**config.mk**
```make
export PLATFORM = sky130hd
export DESIGN_NAME = rmsd_queue
export DESIGN_NICKNAME = d
export VERILOG_FILES = /design/src/hdl/rmsd_pkg.sv /design/src/hdl/rmsd_queue.sv
export SDC_FILE = /design/constraint.sdc
export NUM_CORES = 1
export LEC_CHECK = 0
export ABC_AREA = 0
export ABC_CLOCK_PERIOD_IN_PS = 2060
export BUFFER_PORTS_ARGS = -buffer_cell sky130_fd_sc_hd__buf_4
export CORE_MARGIN = 2
export CORE_UTILIZATION = 25
export CTS_CLUSTER_DIAMETER = 80
export DETAILED_ROUTE_END_ITERATION = 10
export GPL_ROUTABILITY_DRIVEN = 0
export PLACE_DENSITY = 0.44
export SLEW_MARGIN = 40
export SYNTH_ARGS = -nofsm -noshare
export SYNTH_HDL_FRONTEND = slang
export SYNTH_SLANG_ARGS = --single-unit
```
**constraint.sdc**
```tcl
create_clock -name clk -period 2.06 [get_ports clk]
set_input_delay 0.412 -clock clk [delete_from_list [all_inputs] [get_ports clk]]
set_output_delay 0.412 -clock clk [all_outputs]
set_load 0.1 [all_outputs]
```
**src/hdl/rmsd_pkg.sv**
```systemverilog
// rmsd_pkg: shared codes, queue word and status types for the RGB matrix scan driver.
// No dependencies; the front, queue, back and top files refer to it by scoped names.
`timescale 1ns / 1ps

package rmsd_pkg;

  localparam logic [1:0] MODE_WRITE = 2'd0;
  localparam logic [1:0] MODE_SCAN  = 2'd1;
  localparam logic [1:0] MODE_CLEAR = 2'd2;

  localparam int QUEUE_DEPTH = 2;

  typedef enum logic [1:0] {
    CMD_WRITE,
    CMD_SCAN,
    CMD_CLEAR
  } cmd_kind_t;

  // one word of the front-to-back queue
  typedef struct packed {
    cmd_kind_t  kind;
    logic       bottom;
    logic [7:0] row;
    logic [7:0] col;
    logic [2:0] rgb;
  } cmd_t;

  typedef struct packed {
    logic [3:0] row_address;
    logic       latch;
    logic       blank;
    logic       frame_last;
  } scan_meta_t;

  typedef enum logic [1:0] {
    BK_INIT,
    BK_RUN,
    BK_CLEAR
  } back_state_t;

endpackage

```
**src/hdl/rmsd_queue.sv**
```systemverilog
// rmsd_queue: short FIFO of command words between front and back.
// Depends on rmsd_pkg.
`timescale 1ns / 1ps

module rmsd_queue (
  input  logic           clk,
  input  logic           rst_n,
  input  logic           push,
  input  rmsd_pkg::cmd_t push_cmd,
  output logic           space,
  input  logic           pop,
  output logic           q_valid,
  output rmsd_pkg::cmd_t q_cmd
);

  localparam int DEPTH = rmsd_pkg::QUEUE_DEPTH;
  localparam int PW    = $clog2(DEPTH);
  localparam int CW    = $clog2(DEPTH + 1);

  rmsd_pkg::cmd_t slot_r [DEPTH];
  logic [PW-1:0]  wr_ptr_r, wr_ptr_nxt;
  logic [PW-1:0]  rd_ptr_r, rd_ptr_nxt;
  logic [CW-1:0]  count_r, count_nxt;

  assign space   = count_r != CW'(DEPTH);
  assign q_valid = count_r != '0;
  assign q_cmd   = slot_r[rd_ptr_r];

  always_comb begin
    wr_ptr_nxt = wr_ptr_r;
    rd_ptr_nxt = rd_ptr_r;
    if (push) begin
      wr_ptr_nxt = (wr_ptr_r == PW'(DEPTH - 1)) ? '0 : wr_ptr_r + 1'b1;
    end
    if (pop) begin
      rd_ptr_nxt = (rd_ptr_r == PW'(DEPTH - 1)) ? '0 : rd_ptr_r + 1'b1;
    end
    count_nxt = count_r + CW'(push) - CW'(pop);
  end

  always_ff @(posedge clk) begin
    if (!rst_n) begin
      wr_ptr_r <= '0;
      rd_ptr_r <= '0;
      count_r  <= '0;
    end else begin
      wr_ptr_r <= wr_ptr_nxt;
      rd_ptr_r <= rd_ptr_nxt;
      count_r  <= count_nxt;
    end
  end

  always_ff @(posedge clk) begin
    if (push) begin
      slot_r[wr_ptr_r] <= push_cmd;
    end
  end

`ifndef SYNTHESIS
  a_pop_nonempty: assert property (@(posedge clk) disable iff (!rst_n)
    pop |-> count_r != '0)
    else $error("queue popped while empty");
`endif

endmodule

```
==> reports/qor.txt, run 1 <==
DR vias = 952
Final min period = 1862 ps
Final setup viols = 0
Unrepaired setup endpoints after global routing = false
Post-Route WL = 3.303 mm
CTS Hold Bufs = 0
Worst path required time = 1650 ps
Cell variety after synth = 14
Placed insts = 241
PwrDens = 994.2 nW/um^2
Worst slew pin tran = 284.2 ps
Area leader, netlist = edfxtp_1
Final hold violations = 0
Clock root cell = clkbuf_8
Crit path largest cell delay = 370 ps
WP buf/inv = 2
Clk_skew = 6.178 ps
Total iterations of the first detailed-routing run = 2
Remaining DRCs = 0
Mapped cell area = 1819 sq um
Post-CTS setup repair buffer count = 0
Worst Path Arrival = 1450 ps
DR WL/cell = 13.27 microns
HPWL after detailed placement = 2.363 mm
Initial Utilization = 25.49%
Layout cell share with drive strength beyond 1 = 58.00%
Die width = 89.31 microns
Via density = 3.823
Hold WS = 294.7 ps
Syn_nets = 117
Clk Latency, worst-skew pair = 290 ps
Worst-path clk slew = 90 ps
Synth Warn # = 0
CP max stage cell = mux2_2
Maximum fanout along the worst path = 12
Crit path kind = reg -> out
Hold WC Path Type = in -> reg
Initial antenna violation count = 0
Achievable clock frequency = 0.5370 GHz
Clk sinks = 49
Final worst path period share = 90.41%
Grt ovf = 0
Setup TNS = 0 ps
Cell mode on critical path = buf_4
Post-Synthesis Cells = 89
Die extent in y = 89.31 microns
Max cap viols = 0
# nets final = 177
Core ar. = 7137 sq um
Share of the synthesized area in the top cell type = 72.63%
Pin count of the biggest net entering global routing = 16
Total track usage = 8.330%
Number of routed nets with antenna violations = 0
Final std cells w/o fill = 249
CTS tree = done
CP endpoint kind = output pin
First-pass GRT wire length = 4.767 mm
IR drop worst, VDD = 0.2588 mV
CP top delay family = buffers and inverters
Inserted Clock Buffers = 5
Seq cells post-synth = 49
Largest cells by area after synthesis = edfxtp_1, mux2_2, dfxtp_1
Vias in the first global route = 1,033
Inserted Diodes = 0
Register area share after synthesis = 78.13%
Cell Chain, Critical Path = buf_4 > mux2_2 > buf_4
Mean Syn Cell Area = 20.44 sq um
Slew Limit Fails = 0
Status = complete, no violations
Die ar. = 7975 sq um
Relative slew slack = 81.21%
H-tree levels = 2
Resize count post-CTS = 0
Row count = 31
Port bufs = 49
First-iteration detailed-routing DRC count = 17
Startpoint class of the critical path = flop
Max clock buf depth = 2
Area delta synth->final = 33.15%
Static leakage power = 0.9170 nW
Io pins = 50
==> layout by cell type, fill, tap and decap left out <==
cell type | synthesis | final
clkinv_1 | 0 | 1
mux2_2 | 22 | 22
ha_1 | 2 | 2
dfxtp_1 | 5 | 5
inv_1 | 2 | 2
nor2b_1 | 2 | 1
xnor3_1 | 1 | 1
nor2b_2 | 1 | 2
o21a_1 | 1 | 1
buf_4 | 0 | 55
nand2_1 | 1 | 1
edfxtp_1 | 44 | 44
clkinv_2 | 0 | 1
or2_2 | 1 | 1
xor2_1 | 1 | 1
and2_1 | 4 | 4
clkbuf_8 | 0 | 5
clkinv_4 | 0 | 1
==> path summary, 6_finish.rpt <==
kind,startpoint,endpoint,slack (ps),depth (start not counted)
worst max-delay path,flop,q_cmd[16],200,3
worst min-delay path,push_cmd[16],slot_r[1][16]$_DFFE_PP_,290,1
worst max register to register,count_r[0]$_SDFF_PN0_,count_r[1]$_SDFF_PN0_,830,6
worst min register to register,rd_ptr_r$_SDFFE_PN0P_,rd_ptr_r$_SDFFE_PN0P_,580,2
==> where the power goes <==
group          switching, W  internal, W
sequential        0.0000177      0.00115
clock              0.000304     0.000235
combinational      0.000517     0.000189
==> cells in the mapped netlist, drive strengths merged <==
cell type and count:
edfxtp 44, mux2 22, dfxtp 5, and2 4, nor2b 3, buf 2
ha 2, inv 2, nand2 1, o21a 1, or2 1, xnor3 1
xor2 1
==> metal layers <==
| layer | wire, microns | track usage [%] | part of all wire (%) |
|---|---|---|---|
| met1 | 1247 | 8.280 | 38 |
| met2 | 1740 | 14.88 | 53 |
| met3 | 248 | 3.786 | 7.5 |
| met4 | 68 | 3.664 | 2.1 |
| met5 | 0 | 0 | 0 |
==> logic make-up after synthesis <==
kind of cell / Yosys count / synth area share [%]
multiplexers: 22 / 13.62
flip-flops: 49 / 78.13
AND/OR/NAND/NOR: 9 / 3.095
buffers and inverters: 4 / 1.651
adder cells (fa/ha/maj): 2 / 1.375
AO/OA/AOI/OAI: 1 / 0.4128
XOR/XNOR: 2 / 1.719
==> flip-flops by register name, indices dropped and copies added, names as in the netlist, named ones only <==
name and cells:
slot_r 44, count_r 2, rd_ptr_r 1, wr_ptr_r 1
==> area by class of cell <==
type	instances	area (sq um)
Tap cell	99	123.9
Fill cell	718	4715
Timing Repair Buffer	55	412.9
Clock buffer	5	68.82
Clock inverter	3	17.52
Inverter	2	7.507
Multi-Input combinational cell	36	370.4
Sequential cell	49	1421
==> per-stage QoR <==
stage / util [%] / power, W / setup slack, ps / instance area, sq um
6_report: 33.94 / 0.002408 / 197.7 / 2422
5_1_grt: 33.94 / 0.002514 / 143.9 / 2422
4_1_cts: 33.94 / 0.002445 / 172.9 / 2422
3_5_place_dp: 32.73 / 0.001901 / 505.9 / 2336
3_3_place_gp: 32.73 / 0.001889 / 526.8 / 2336
2_1_floorplan: - / 0.001737 / 191.9 / 1819
Power figures use the tool's default switching activity.
==> run 2: changes to the inputs <==
==> constraint.sdc (replaced) <==
create_clock -name clk -period 2.06 [get_ports clk]
set_input_delay 0.412 -clock clk [delete_from_list [all_inputs] [get_ports clk]]
set_output_delay 0.412 -clock clk [all_outputs]
set_load 0.005 [all_outputs]
==> reports/qor.txt, run 2 (synthesis gave the netlist of run 1 again) <==
Status = complete, no violations
Clk_skew = 4.423 ps (-1.754 ps)
Largest registers = slot_r x44, count_r x2
WP buf/inv = 2 (unchanged)
Cell mode on critical path = buf_4
HP Start = push_cmd[18]
Core ar. = 7137 sq um (unchanged)
Final min period = 1850 ps (-12.00 ps)
Clk sinks = 49 (unchanged)
First-pass GRT wire length = 4.774 mm (+0.15%)
Most flop-heavy register = slot_r
Inserted Clock Buffers = 5 (unchanged)
Worst-path clk slew = 80 ps (about the same)
Die width = 89.31 microns (unchanged)
DR WL/cell = 13.22 microns (-0.32%)
Slew Limit Fails = 0 (unchanged)
Leading cell type in the layout, fill and taps excluded = buf_4
Met2 Wirelength = 1.719 mm (-1.2%)
Total track usage = 8.455% (+0.12 points)
Layout cell share with drive strength beyond 1 = 58.11% (+0.11 points)
PwrDens = 859.7 nW/um^2 (-14%)
H-tree levels = 2 (unchanged)
Startpoint class of the critical path = flop
Remaining DRCs = 0 (unchanged)
Max FFs per register = 44 (unchanged)
Pin count of the biggest net entering global routing = 23 (+7)
Die extent in y = 89.31 microns (unchanged)
Clk Latency, worst-skew pair = 290 ps (about the same)
Initial antenna violation count = 0 (unchanged)
# nets final = 176 (-0.56%)
Hold WC Path Type = in -> reg
Cell Chain, Critical Path = buf_4 > mux2_2 > buf_4
Commonest cells after routing, fill and taps aside = buf_4, edfxtp_1, mux2_2
Setup TNS = 0 ps (unchanged)
Crit path kind = reg -> out
Met3 WL post-DR = 265 microns (+6.9%)
Max cap viols = 0 (unchanged)
Number of routed nets with antenna violations = 0 (unchanged)
DR vias = 945 (-0.74%)
Inserted Diodes = 0 (unchanged)
Area delta synth->final = 33.70%
Worst Path Arrival = 1440 ps (about the same)
CTS Hold Bufs = 0 (unchanged)
CP endpoint kind = output pin
Resize count post-CTS = 0 (unchanged)
Initial Utilization = 25.49% (unchanged)
Total iterations of the first detailed-routing run = 3 (+1)
Top routing layer in use = met4
Achievable clock frequency = 0.5404 GHz (+0.65%)
Port bufs = 49 (unchanged)
Total power draw = 0.002091 W (-13%)
Relative slew slack = 78.85% (-2.4 points)
Via density = 3.826 (about the same)
Final hold violations = 0 (unchanged)
Unrepaired setup endpoints after global routing = false
Max clock buf depth = 2 (unchanged)
Clock root cell = clkbuf_8
CP max stage cell = mux2_2
CTS tree = done
Post-CTS setup repair buffer count = 0 (unchanged)
Maximum fanout along the worst path = 22 (+10)
Final setup viols = 0 (unchanged)
Worst path required time = 1650 ps (about the same)
Worst slew pin tran = 317.3 ps (+33.07 ps)
Static leakage power = 0.9203 nW (+0.36%)
CP top delay family = buffers and inverters
First-iteration detailed-routing DRC count = 19 (+2)
HPWL after detailed placement = 2.335 mm (-1.2%)
Grt ovf = 0 (unchanged)
Met1 WL = 1.226 mm (-1.7%)
Reg-to-Reg Start = count_r[0]$_SDFF_PN0_
Io pins = 50 (unchanged)
Crit path largest cell delay = 400 ps (+30 ps)
Post-Route WL = 3.266 mm (-1.1%)
Die ar. = 7975 sq um (unchanged)
Vias in the first global route = 1,050 (+1.6%)
IR drop worst, VDD = 0.2687 mV (+3.9%)
Final worst path period share = 89.82% (-0.58 points)
Row count = 31 (unchanged)
-- run 2: stage by stage --
| stage | util [%] | hold WS, ps | setup slack (ps) | instances | instance area [sq um] |
|---|---|---|---|---|---|
| floorplan | - | 510.9 | 191.9 | 89 | 1819 |
| global placement | 32.63 | 575.9 | 518.1 | 240 | 2328 |
| detailed placement | 32.63 | 579.3 | 513.1 | 240 | 2328 |
| CTS | 34.08 | 283.6 | 182.2 | 247 | 2432 |
| global route | 34.08 | 279.2 | 139.3 | 247 | 2432 |
| finish | 34.08 | 301.3 | 209.7 | 247 | 2432 |
-- run 2: worst paths after layout --
kind              depth (start not counted)  slack, ps                 endpoint
setup / recovery                          3        210                q_cmd[16]
hold / removal                            1        300  slot_r[0][18]$_DFFE_PP_
hold reg to reg                           2        590                     flop
setup reg to reg                          6        840    count_r[1]$_SDFF_PN0_
-- run 2: where the power goes --
| group | switching [W] | leakage, nW | internal (W) |
|---|---|---|---|
| Combinational | 0.000112 | 0.412 | 0.000181 |
| Clock | 0.000283 | 0.0540 | 0.000353 |
| Sequential | 0.0000172 | 0.455 | 0.00115 |
-- run 2: per-layer routing --
metal	up-vias	GRT usage, %
met4	0	4.071
met1	460	8.422
met2	32	14.75
met3	4	4.063
met5	-	0
li1	449	-
-- run 2: final cells by class --
type                            instances  area [sq um]
Inverter                                2         7.507
Fill cell                             724          4705
Tap cell                               99         123.9
Sequential cell                        49          1421
Timing Repair Buffer                   54         405.4
Clock inverter                          2         35.03
Clock buffer                            5         68.82
Multi-Input combinational cell         36         370.4
