===== src/hdl/rmsd_pkg.sv =====
// rmsd_pkg: shared codes, queue word and status types for the RGB matrix scan driver.
// No dependencies; the front, queue, back and top files refer to it by scoped names.
`timescale 1ns / 1ps

package rmsd_pkg;

  localparam logic [1:0] MODE_WRITE = 2'd0;
  localparam logic [1:0] MODE_SCAN  = 2'd1;
  localparam logic [1:0] MODE_CLEAR = 2'd2;

  localparam int QUEUE_DEPTH = 2;

  typedef enum logic [1:0] {
    CMD_WRITE,
    CMD_SCAN,
    CMD_CLEAR
  } cmd_kind_t;

  // one word of the front-to-back queue
  typedef struct packed {
    cmd_kind_t  kind;
    logic       bottom;
    logic [7:0] row;
    logic [7:0] col;
    logic [2:0] rgb;
  } cmd_t;

  typedef struct packed {
    logic [3:0] row_address;
    logic       latch;
    logic       blank;
    logic       frame_last;
  } scan_meta_t;

  typedef enum logic [1:0] {
    BK_INIT,
    BK_RUN,
    BK_CLEAR
  } back_state_t;

endpackage


===== src/hdl/rmsd_front.sv =====
// rmsd_front: accepts input words, range-checks writes and classifies them into queue words.
// Depends on rmsd_pkg.
`timescale 1ns / 1ps

module rmsd_front #(
  parameter int PANEL_WIDTH  = 64,
  parameter int PANEL_HEIGHT = 32
) (
  input  logic              in_valid,
  output logic              in_ready,
  input  logic [1:0]        mode,
  input  logic [7:0]        pixel_row,
  input  logic [7:0]        pixel_col,
  input  logic              red_in,
  input  logic              green_in,
  input  logic              blue_in,
  input  logic              q_space,
  input  logic              init_busy,
  output logic              push,
  output rmsd_pkg::cmd_t    push_cmd
);

  localparam int SCAN_ROWS = PANEL_HEIGHT / 2;

  logic row_ok;
  logic col_ok;
  logic keep;

  // an odd last row is never scanned, so it is not stored
  assign in_ready = q_space && !init_busy;
  assign row_ok   = {1'b0, pixel_row} < 9'(2 * SCAN_ROWS);
  assign col_ok   = {1'b0, pixel_col} < 9'(PANEL_WIDTH);

  always_comb begin
    push_cmd.bottom = pixel_row >= 8'(SCAN_ROWS);
    push_cmd.row    = push_cmd.bottom ? pixel_row - 8'(SCAN_ROWS) : pixel_row;
    push_cmd.col    = pixel_col;
    push_cmd.rgb    = {blue_in, green_in, red_in};
    push_cmd.kind   = rmsd_pkg::CMD_SCAN;
    keep            = 1'b0;
    unique case (mode)
      rmsd_pkg::MODE_WRITE: begin
        push_cmd.kind = rmsd_pkg::CMD_WRITE;
        keep          = row_ok && col_ok;
      end
      rmsd_pkg::MODE_SCAN: begin
        push_cmd.kind = rmsd_pkg::CMD_SCAN;
        keep          = 1'b1;
      end
      rmsd_pkg::MODE_CLEAR: begin
        push_cmd.kind = rmsd_pkg::CMD_CLEAR;
        keep          = 1'b1;
      end
      default: keep = 1'b0;
    endcase
  end

  assign push = in_valid && in_ready && keep;

endmodule


===== config.mk =====
export PLATFORM = sky130hd
export DESIGN_NAME = rmsd_front
export DESIGN_NICKNAME = d
export VERILOG_FILES = /design/src/hdl/rmsd_pkg.sv /design/src/hdl/rmsd_front.sv
export SDC_FILE = /design/constraint.sdc
export NUM_CORES = 1
export LEC_CHECK = 0
export ABC_AREA = 1
export BUFFER_PORTS_ARGS = -buffer_cell sky130_fd_sc_hd__buf_2
export CAP_MARGIN = 40
export CORE_AREA = 2 2 39 41
export DETAILED_ROUTE_END_ITERATION = 10
export DIE_AREA = 0 0 41 43
export GPL_TIMING_DRIVEN = 0
export PLACE_DENSITY = 0.72
export SLEW_MARGIN = 15
export SYNTH_ARGS = -nofsm -noshare
export SYNTH_HDL_FRONTEND = slang
export SYNTH_SLANG_ARGS = --single-unit

===== constraint.sdc =====
create_clock -name vclk -period 2.3
set_input_delay 0.23 -clock vclk [all_inputs]
set_output_delay 0.23 -clock vclk [all_outputs]
set_load 0.01 [all_outputs]

==> metrics.cfg, run 1 <==
[status]
status=complete, no violations

[setup_path]
crit_arrival_ns=1.26
setup.worst_path.end_class=output port
crit_path_max_fanout=4
critPathKind=input pin to output port
critical_path_required_ns=2.07
cp-start-kind=input pin

[yosys]
synthSimpleGateAreaFrac_pct=33.9
synth_commonest_cells=15 x buf_4, 10 x inv_1, 8 x nand2_1, 8 x nor2_1, 6 x ha_1
synth_compound_area_share_pct=2.71
synth_top_family_by_area=buffers and inverters
synthCells=58
synthAdderAreaFrac_pct=20.3
syn_area_per_cell_um2=6.36
yosysUniqueCellTypes=12
synth_mux_area_share_pct=0
synth_warnings=0
yosysTopAreaCell=buf_4
ys_seq_area_share_pct=0
netlist.area_leader.share_pct=30.5
synth-xor-area-share_pct=2.37
ys_top_cells_by_area=buf_4 31%, ha_1 20%, inv_1 10%
yosys.cell_count.top_type=buf_4
synth_area_um2=369
synthesis.nets=88

[drt]
wl_per_cell_um=7.21
dr.pass1.iters=2
ant_nets=0
drtIter0Drc=1
drc_errors=0
vias_per_cell=4.11
vias=464
routed_wl_um=815

[power_and_ir_drop]
pwr-share-clk_pct=0
switching_share_pct=46.6
pwr-share-seq_pct=0
internal_power_uw=52.7
p_sw_uw=46.1
p_comb_share_pct=100.0
leakage_nw=0.383
p_per_area_nw_per_um2=169
vdd_ir_drop_max_mv=0.0567

[layout]
multiInputGateArea_um2=219
drive_gt1_share_pct=58.8
seq_area_um2=0
finalNetCount=129
seq_cells=0
fillers=155
area_growth_pct=58.3
diodes=0
num-clock-buffers=0

[timing]
worst_slack_ns=0.807
period_needed_ns=1.49
drv_slew=0
min_period_over_period_pct=64.9
tightest_slew_ns=0.228
rsz0062_at_grt=no
fmax_mhz=670
slew_headroom_pct=84.8
hold_viol=0
tns_ns=0
setup_viol_count_final=0

[clock_tree]
post-cts-setup-buffers=0
cts_hold_buffers=0
post_cts_resized=0

[hold_path]
hold_path.class=input pin to output port
whs_path_depth=2

[placed_design]
dp_hpwl_um=777
globalplace.congestion=0.623
place_worst_setup_slack_ns=0.802
io_buffers=39

[grt]
overflow=0
grt.total_usage_pct=8.69
grt_max_degree=5
grt_pass1_wl_um=1170
grt_pass1_vias=330
antenna_found_initial=0

[floorplan]
start_util_pct=26.7
fp-row-count=14
dieHeight_um=43
io_pins=48
fp.coreArea_um2=1380
fp.dieW_um=41
dieArea_um2=1760

[job]
drv_cap=0

==> worst max-delay path: stages <==
cell and delay (ns):
buf_2 0.12, inv_1 0.11, ha_1 0.20, nor3b_4 0.26, nand2_2 0.11, nand2_1 0.06, nand2_1 0.04, buf_2 0.13
==> path summary, 6_finish.rpt <==
kind	start	end	slack [ns]
max	pixel_row[4]	push_cmd[15]	0.81
min	blue_in	push_cmd[2]	0.64
==> layout make-up <==
cell class,instances,share of cell area [%]
Multi-Input combinational cell,33,37.5
Inverter,10,6.42
Timing Repair Buffer,39,33.4
Buffer,15,19.3
Tap cell,16,3.43
==> metrics by stage <==
stage	std cells	cell area (um^2)	power [mW]	util [%]	hold WS, ns
after floorplan	58	369	0.0575	-	0.515
after global placement	113	584	0.0983	42.2	0.644
after detailed placement	113	584	0.100	42.2	0.644
after CTS	113	584	0.101	42.2	0.644
after global routing	113	584	0.111	42.2	0.646
final	113	584	0.0988	42.2	0.643
==> routing by layer <==
| layer | part of all wire (%) | wire length, um | global-route usage (%) | vias up |
|---|---|---|---|---|
| li1 | - | - | - | 239 |
| met1 | 34 | 278 | 10.4 | 192 |
| met2 | 49 | 398 | 16.9 | 33 |
| met3 | 17 | 137 | 0 | 0 |
| met4 | 0 | 0 | 0 | 0 |
| met5 | 0 | 0 | 0 | - |
==> layout by cell type (no fill, tap or decap), drive strengths merged <==
master and count:
buf 54, ha 6, a21oi 2, xnor2 1
nor3b 1, nand3 4, nand2 9, inv 10
nand3b 2, nor2 8
==> kinds of logic (layout without fill, tap and decap cells) <==
logic type               count (synthesis)  count (layout)
adder cells (fa/ha/maj)                  6               6
XOR/XNOR                                 1               1
AO/OA/AOI/OAI                            2               2
buffers and inverters                   25              64
AND/OR/NAND/NOR                         24              24
==> power by group through the flow <==
stage                     combinational, mW  sequential (mW)  clock, mW
after detailed placement              0.100                0          0
after global placement               0.0983                0          0
after floorplan                      0.0575                0          0
after CTS                             0.101                0          0
after global routing                  0.111                0          0
final                                0.0988                0          0
(Power assumes the default switching activity.)
==> run 2: changes to the inputs <==
--- a/config.mk
+++ b/config.mk
@@ -12,7 +12,7 @@
 export DETAILED_ROUTE_END_ITERATION = 10
 export DIE_AREA = 0 0 41 43
 export GPL_TIMING_DRIVEN = 0
-export PLACE_DENSITY = 0.72
+export PLACE_DENSITY = 0.75
 export SLEW_MARGIN = 15
 export SYNTH_ARGS = -nofsm -noshare
 export SYNTH_HDL_FRONTEND = slang
==> constraint.sdc (replaced) <==
create_clock -name vclk -period 1.2
set_input_delay 0.12 -clock vclk [all_inputs]
set_output_delay 0.12 -clock vclk [all_outputs]
set_load 0.01 [all_outputs]
==> metrics.cfg, run 2 (synthesis results as in run 1) <==
[setup_path]
crit_path_max_fanout=4  ; unchanged
setup.worst_path.end_class=output port
critPathKind=input pin to output port
worstSetupEndpoint=push_cmd[15]
startpoint=pixel_row[5]
cp-start-kind=input pin
crit_arrival_ns=1.01  ; -0.25 ns
critical_path_required_ns=1.08  ; -0.99 ns

[layout]
layout_commonest_cell=buf_2
drive_gt1_share_pct=63.6  ; +4.9 points
seq_area_um2=0  ; unchanged
layout_common_cells=37 x buf_2, 17 x buf_4, 8 x inv_1, 8 x nor2_1, 8 x nand2_1
multiInputGateArea_um2=244  ; +11%
num-clock-buffers=0  ; unchanged
fillers=159  ; +2.6%
diodes=0  ; unchanged
finalNetCount=131  ; +1.6%
seq_cells=0  ; unchanged
area_growth_pct=74.6
finish.instance_area_um2=644  ; +10%

[timing]
period_needed_ns=1.13
fmax_mhz=886
tightest_slew_ns=0.234  ; +0.00583 ns
setup_viol_count_final=0  ; unchanged
tns_ns=0  ; unchanged
min_period_over_period_pct=94.0
drv_slew=0  ; unchanged
worst_slack_ns=0.0718  ; -0.735 ns
hold_viol=0  ; unchanged
slew_headroom_pct=84.4  ; -0.39 points
hold_ws_ns=0.423  ; -0.220 ns

[job]
drv_cap=0  ; unchanged

[floorplan]
start_util_pct=26.7  ; unchanged
dieHeight_um=43  ; unchanged
dieArea_um2=1760  ; unchanged
fp.dieW_um=41  ; unchanged
io_pins=48  ; unchanged
fp-row-count=14  ; unchanged
fp.coreArea_um2=1380  ; unchanged

[clock_tree]
cts_hold_buffers=0  ; unchanged

[grt]
overflow=0  ; unchanged
grt_max_degree=5  ; unchanged
grt_pass1_wl_um=1220  ; +4.7%
grt.total_usage_pct=8.99  ; +0.30 points
grt_pass1_vias=384  ; +16%
antenna_found_initial=0  ; unchanged

[power_and_ir_drop]
leakage_nw=0.395  ; +3.2%
vdd_ir_drop_max_mv=0.131  ; +130%
p_per_area_nw_per_um2=325  ; +92%
total_power_uw=210  ; +110%

[placed_design]
placement.cell_area_um2=584  ; unchanged
dp_hpwl_um=779  ; +0.28%
place_worst_setup_slack_ns=-0.0648  ; -0.867 ns
io_buffers=39  ; unchanged
globalplace.congestion=0.680  ; +9.2%

[drt]
drtIter0Drc=0  ; -1
vias_per_cell=4.11  ; +0.17%
vias=473  ; +1.9%
ant_nets=0  ; unchanged
drc_errors=0  ; unchanged
wl_per_cell_um=7.66  ; +6.2%
routed_wl_um=881  ; +8.1%
dr.pass1.iters=1  ; -1

[status]
status=complete, no violations

[hold_path]
hold_path.class=input pin to output port

## run 2: worst max-delay path: stages
cell	delay, ns
buf_6	0.11
inv_6	0.06
ha_4	0.13
nor3b_4	0.25
nand2_2	0.11
nand2_1	0.07
nand2_1	0.04
buf_2	0.13
## run 2: layout make-up
type,count,area share (%)
Multi-Input combinational cell,33,37.9
Timing Repair Buffer,41,34.6
Buffer,15,17.5
Inverter,10,6.99
Tap cell,16,3.11
## run 2: power by group
part | switching, mW | internal, mW | total (mW)
registers | 0 | 0 | 0
clock network | 0 | 0 | 0
logic | 0.0966 | 0.113 | 0.210
total | 0.0966 | 0.113 | 0.210
## run 2: how the worst min path moves through the flow
stage,startpoint,to,cells after the start
after floorplan,init_busy,in_ready,1
after global placement,pixel_col[2],push_cmd[5],2
after detailed placement,blue_in,push_cmd[2],2
after CTS,blue_in,push_cmd[2],2
after global routing,red_in,push_cmd[0],2
final,blue_in,push_cmd[2],2
## run 2: layer usage
metal	wire length, um	track usage [%]	up-vias
met5	0	0	-
met4	0	0	0
met3	134	0	0
met2	410	18.4	36
met1	336	9.81	193
li1	-	-	244
## run 2: timing repair
| action | CTS | global route |
|---|---|---|
| setup endpoints to repair | 3 | 4 |
| buffers inserted | 0 | 2 |
| pin swaps | 1 | 4 |
| resized for setup | 3 | 11 |
| endpoints found under the hold margin | 0 | 0 |
## run 2: stage by stage
stage,utilization [%],cells
floorplan,-,58
global placement,42.2,113
detailed placement,42.2,113
CTS,43.1,113
global route,46.6,115
finish,46.6,115
==> run 3: changes to the inputs <==
--- a/config.mk
+++ b/config.mk
@@ -12,7 +12,7 @@
 export DETAILED_ROUTE_END_ITERATION = 10
 export DIE_AREA = 0 0 41 43
 export GPL_TIMING_DRIVEN = 0
-export PLACE_DENSITY = 0.75
+export PLACE_DENSITY = 0.72
 export SLEW_MARGIN = 15
 export SYNTH_ARGS = -nofsm -noshare
 export SYNTH_HDL_FRONTEND = slang
==> constraint.sdc (replaced) <==
create_clock -name vclk -period 1.28
set_input_delay 0.128 -clock vclk [all_inputs]
set_output_delay 0.128 -clock vclk [all_outputs]
set_load 0.01 [all_outputs]
==> metrics.cfg, run 3 (synthesis results as in run 1) <==
[placed_design]
io_buffers=39  ; unchanged
globalplace.congestion=0.623  ; -8.4%
place_worst_setup_slack_ns=-0.0137  ; +0.0512 ns
placement.cell_area_um2=584  ; unchanged
dp_hpwl_um=777  ; -0.28%

[setup_path]
critPathKind=input pin to output port
critical_path_required_ns=1.15  ; +0.07 ns
slowest_delay_ns=0.25  ; about the same
cp-start-kind=input pin
crit_path_max_fanout=4  ; unchanged
crit_chain=buf_2 > inv_2 > ha_2 > nor3b_4 > nand2_2 > nand2_1 > nand2_1 > buf_2
crit_slowest_cell=nor3b_4
cp_top_family=simple AND/OR/NAND/NOR gates
setup.worst_path.end_class=output port
crit_buf_inv=3  ; unchanged
crit_arrival_ns=1.08  ; +0.07 ns

[timing]
fmax_mhz=830
tightest_slew_ns=0.228  ; -0.00623 ns
hold_viol=0  ; unchanged
slew_headroom_pct=84.8  ; +0.42 points
drv_slew=0  ; unchanged
setup_viol_count_final=0  ; unchanged
worst_slack_ns=0.0749  ; +0.00314 ns
min_period_over_period_pct=94.1
period_needed_ns=1.21

[drt]
ant_nets=0  ; unchanged
vias=474  ; +0.21%
drc_errors=0  ; unchanged
vias_per_cell=4.09  ; -0.65%
drtIter0Drc=1  ; +1
dr.pass1.iters=2  ; +1
routed_wl_um=859  ; -2.5%
wl_per_cell_um=7.41  ; -3.3%

[layout]
drive_gt1_share_pct=63.0  ; -0.64 points
seq_area_um2=0  ; unchanged
num-clock-buffers=0  ; unchanged
layout_common_cells=39 x buf_2, 18 x buf_4, 8 x inv_1, 8 x nor2_1, 8 x nand2_1
fillers=154  ; -3.1%
fin_util_pct=44.0  ; -2.5 points
diodes=0  ; unchanged
seq_cells=0  ; unchanged
finish.instance_area_um2=609  ; -5.4%
area_growth_pct=65.1
finalNetCount=132  ; +0.76%
layout_commonest_cell=buf_2

[hold_path]
hold_path.class=input pin to output port
holdPathEnd=push_cmd[2]
min_from=blue_in
whs_path_depth=2  ; unchanged

[power_and_ir_drop]
vdd_ir_drop_max_mv=0.103  ; -22%
p_per_area_nw_per_um2=303  ; -6.8%
total_power_uw=185  ; -12%
leakage_nw=0.395  ; -0.13%

[floorplan]
dieHeight_um=43  ; unchanged
start_util_pct=26.7  ; unchanged
fp.coreArea_um2=1380  ; unchanged
fp.dieW_um=41  ; unchanged
dieArea_um2=1760  ; unchanged
io_pins=48  ; unchanged
fp-row-count=14  ; unchanged

[status]
status=complete, no violations

[clock_tree]
cts_hold_buffers=0  ; unchanged

[grt]
overflow=0  ; unchanged
grt_max_degree=5  ; unchanged
grt_pass1_wl_um=1170  ; -4.5%
antenna_found_initial=0  ; unchanged
grt_pass1_vias=330  ; -14%
grt.total_usage_pct=8.69  ; -0.30 points

[job]
drv_cap=0  ; unchanged

run 3: cell count changes in the layout (fill, tap and decap cells not counted):
cell,change
ha_4,-2
ha_2,+1
buf_4,+1
ha_1,+1
buf_2,+2
buf_6,-2
inv_2,+2
inv_6,-1
inv_4,-1
run 3: worst max path at each step:
| stage | startpoint | endpoint | slack, ns | cells past startpoint |
|---|---|---|---|---|
| after global routing | pixel_row[4] | push_cmd[15] | -0.003 | 8 |
| after floorplan | pixel_row[4] | push_cmd[15] | 0.26 | 6 |
| after detailed placement | pixel_row[4] | push_cmd[16] | -0.01 | 8 |
| after CTS | pixel_row[4] | push_cmd[16] | 0.03 | 8 |
| final | pixel_row[4] | push_cmd[15] | 0.07 | 8 |
| after global placement | pixel_row[4] | push_cmd[15] | 0.03 | 8 |
run 3: power by group:
group | switching, mW | internal [mW] | total [mW]
combinational | 0.0849 | 0.0998 | 0.185
clock | 0 | 0 | 0
sequential | 0 | 0 | 0
total | 0.0849 | 0.0998 | 0.185
run 3: layout make-up:
class                           instances  area [um^2]  area share (%)
Inverter                               10         37.5            6.16
Multi-Input combinational cell         33          221            36.3
Tap cell                               16         20.0            3.29
Buffer                                 15          113            18.5
Timing Repair Buffer                   42          218            35.7
run 3: per-stage QoR:
step,hold WS [ns],cells,setup TNS (ns)
3_3_place_gp,0.440,113,0
2_1_floorplan,0.311,58,0
5_1_grt,0.442,116,-0.00300
3_5_place_dp,0.440,113,-0.0317
6_report,0.439,116,0
4_1_cts,0.440,113,0
run 3: per-layer routing:
layer | up-vias | GRT usage [%] | share of wire, %
li1 | 244 | - | -
met1 | 197 | 10.4 | 34
met4 | 0 | 0 | 0
met5 | - | 0 | 0
met2 | 33 | 16.9 | 50
met3 | 0 | 0 | 16
run 3: repair_timing:
action / CTS / global route
endpoints found under the setup margin: 3 / 3
buffers inserted: 0 / 3
resized for setup: 2 / 1
pin swaps: 0 / 2
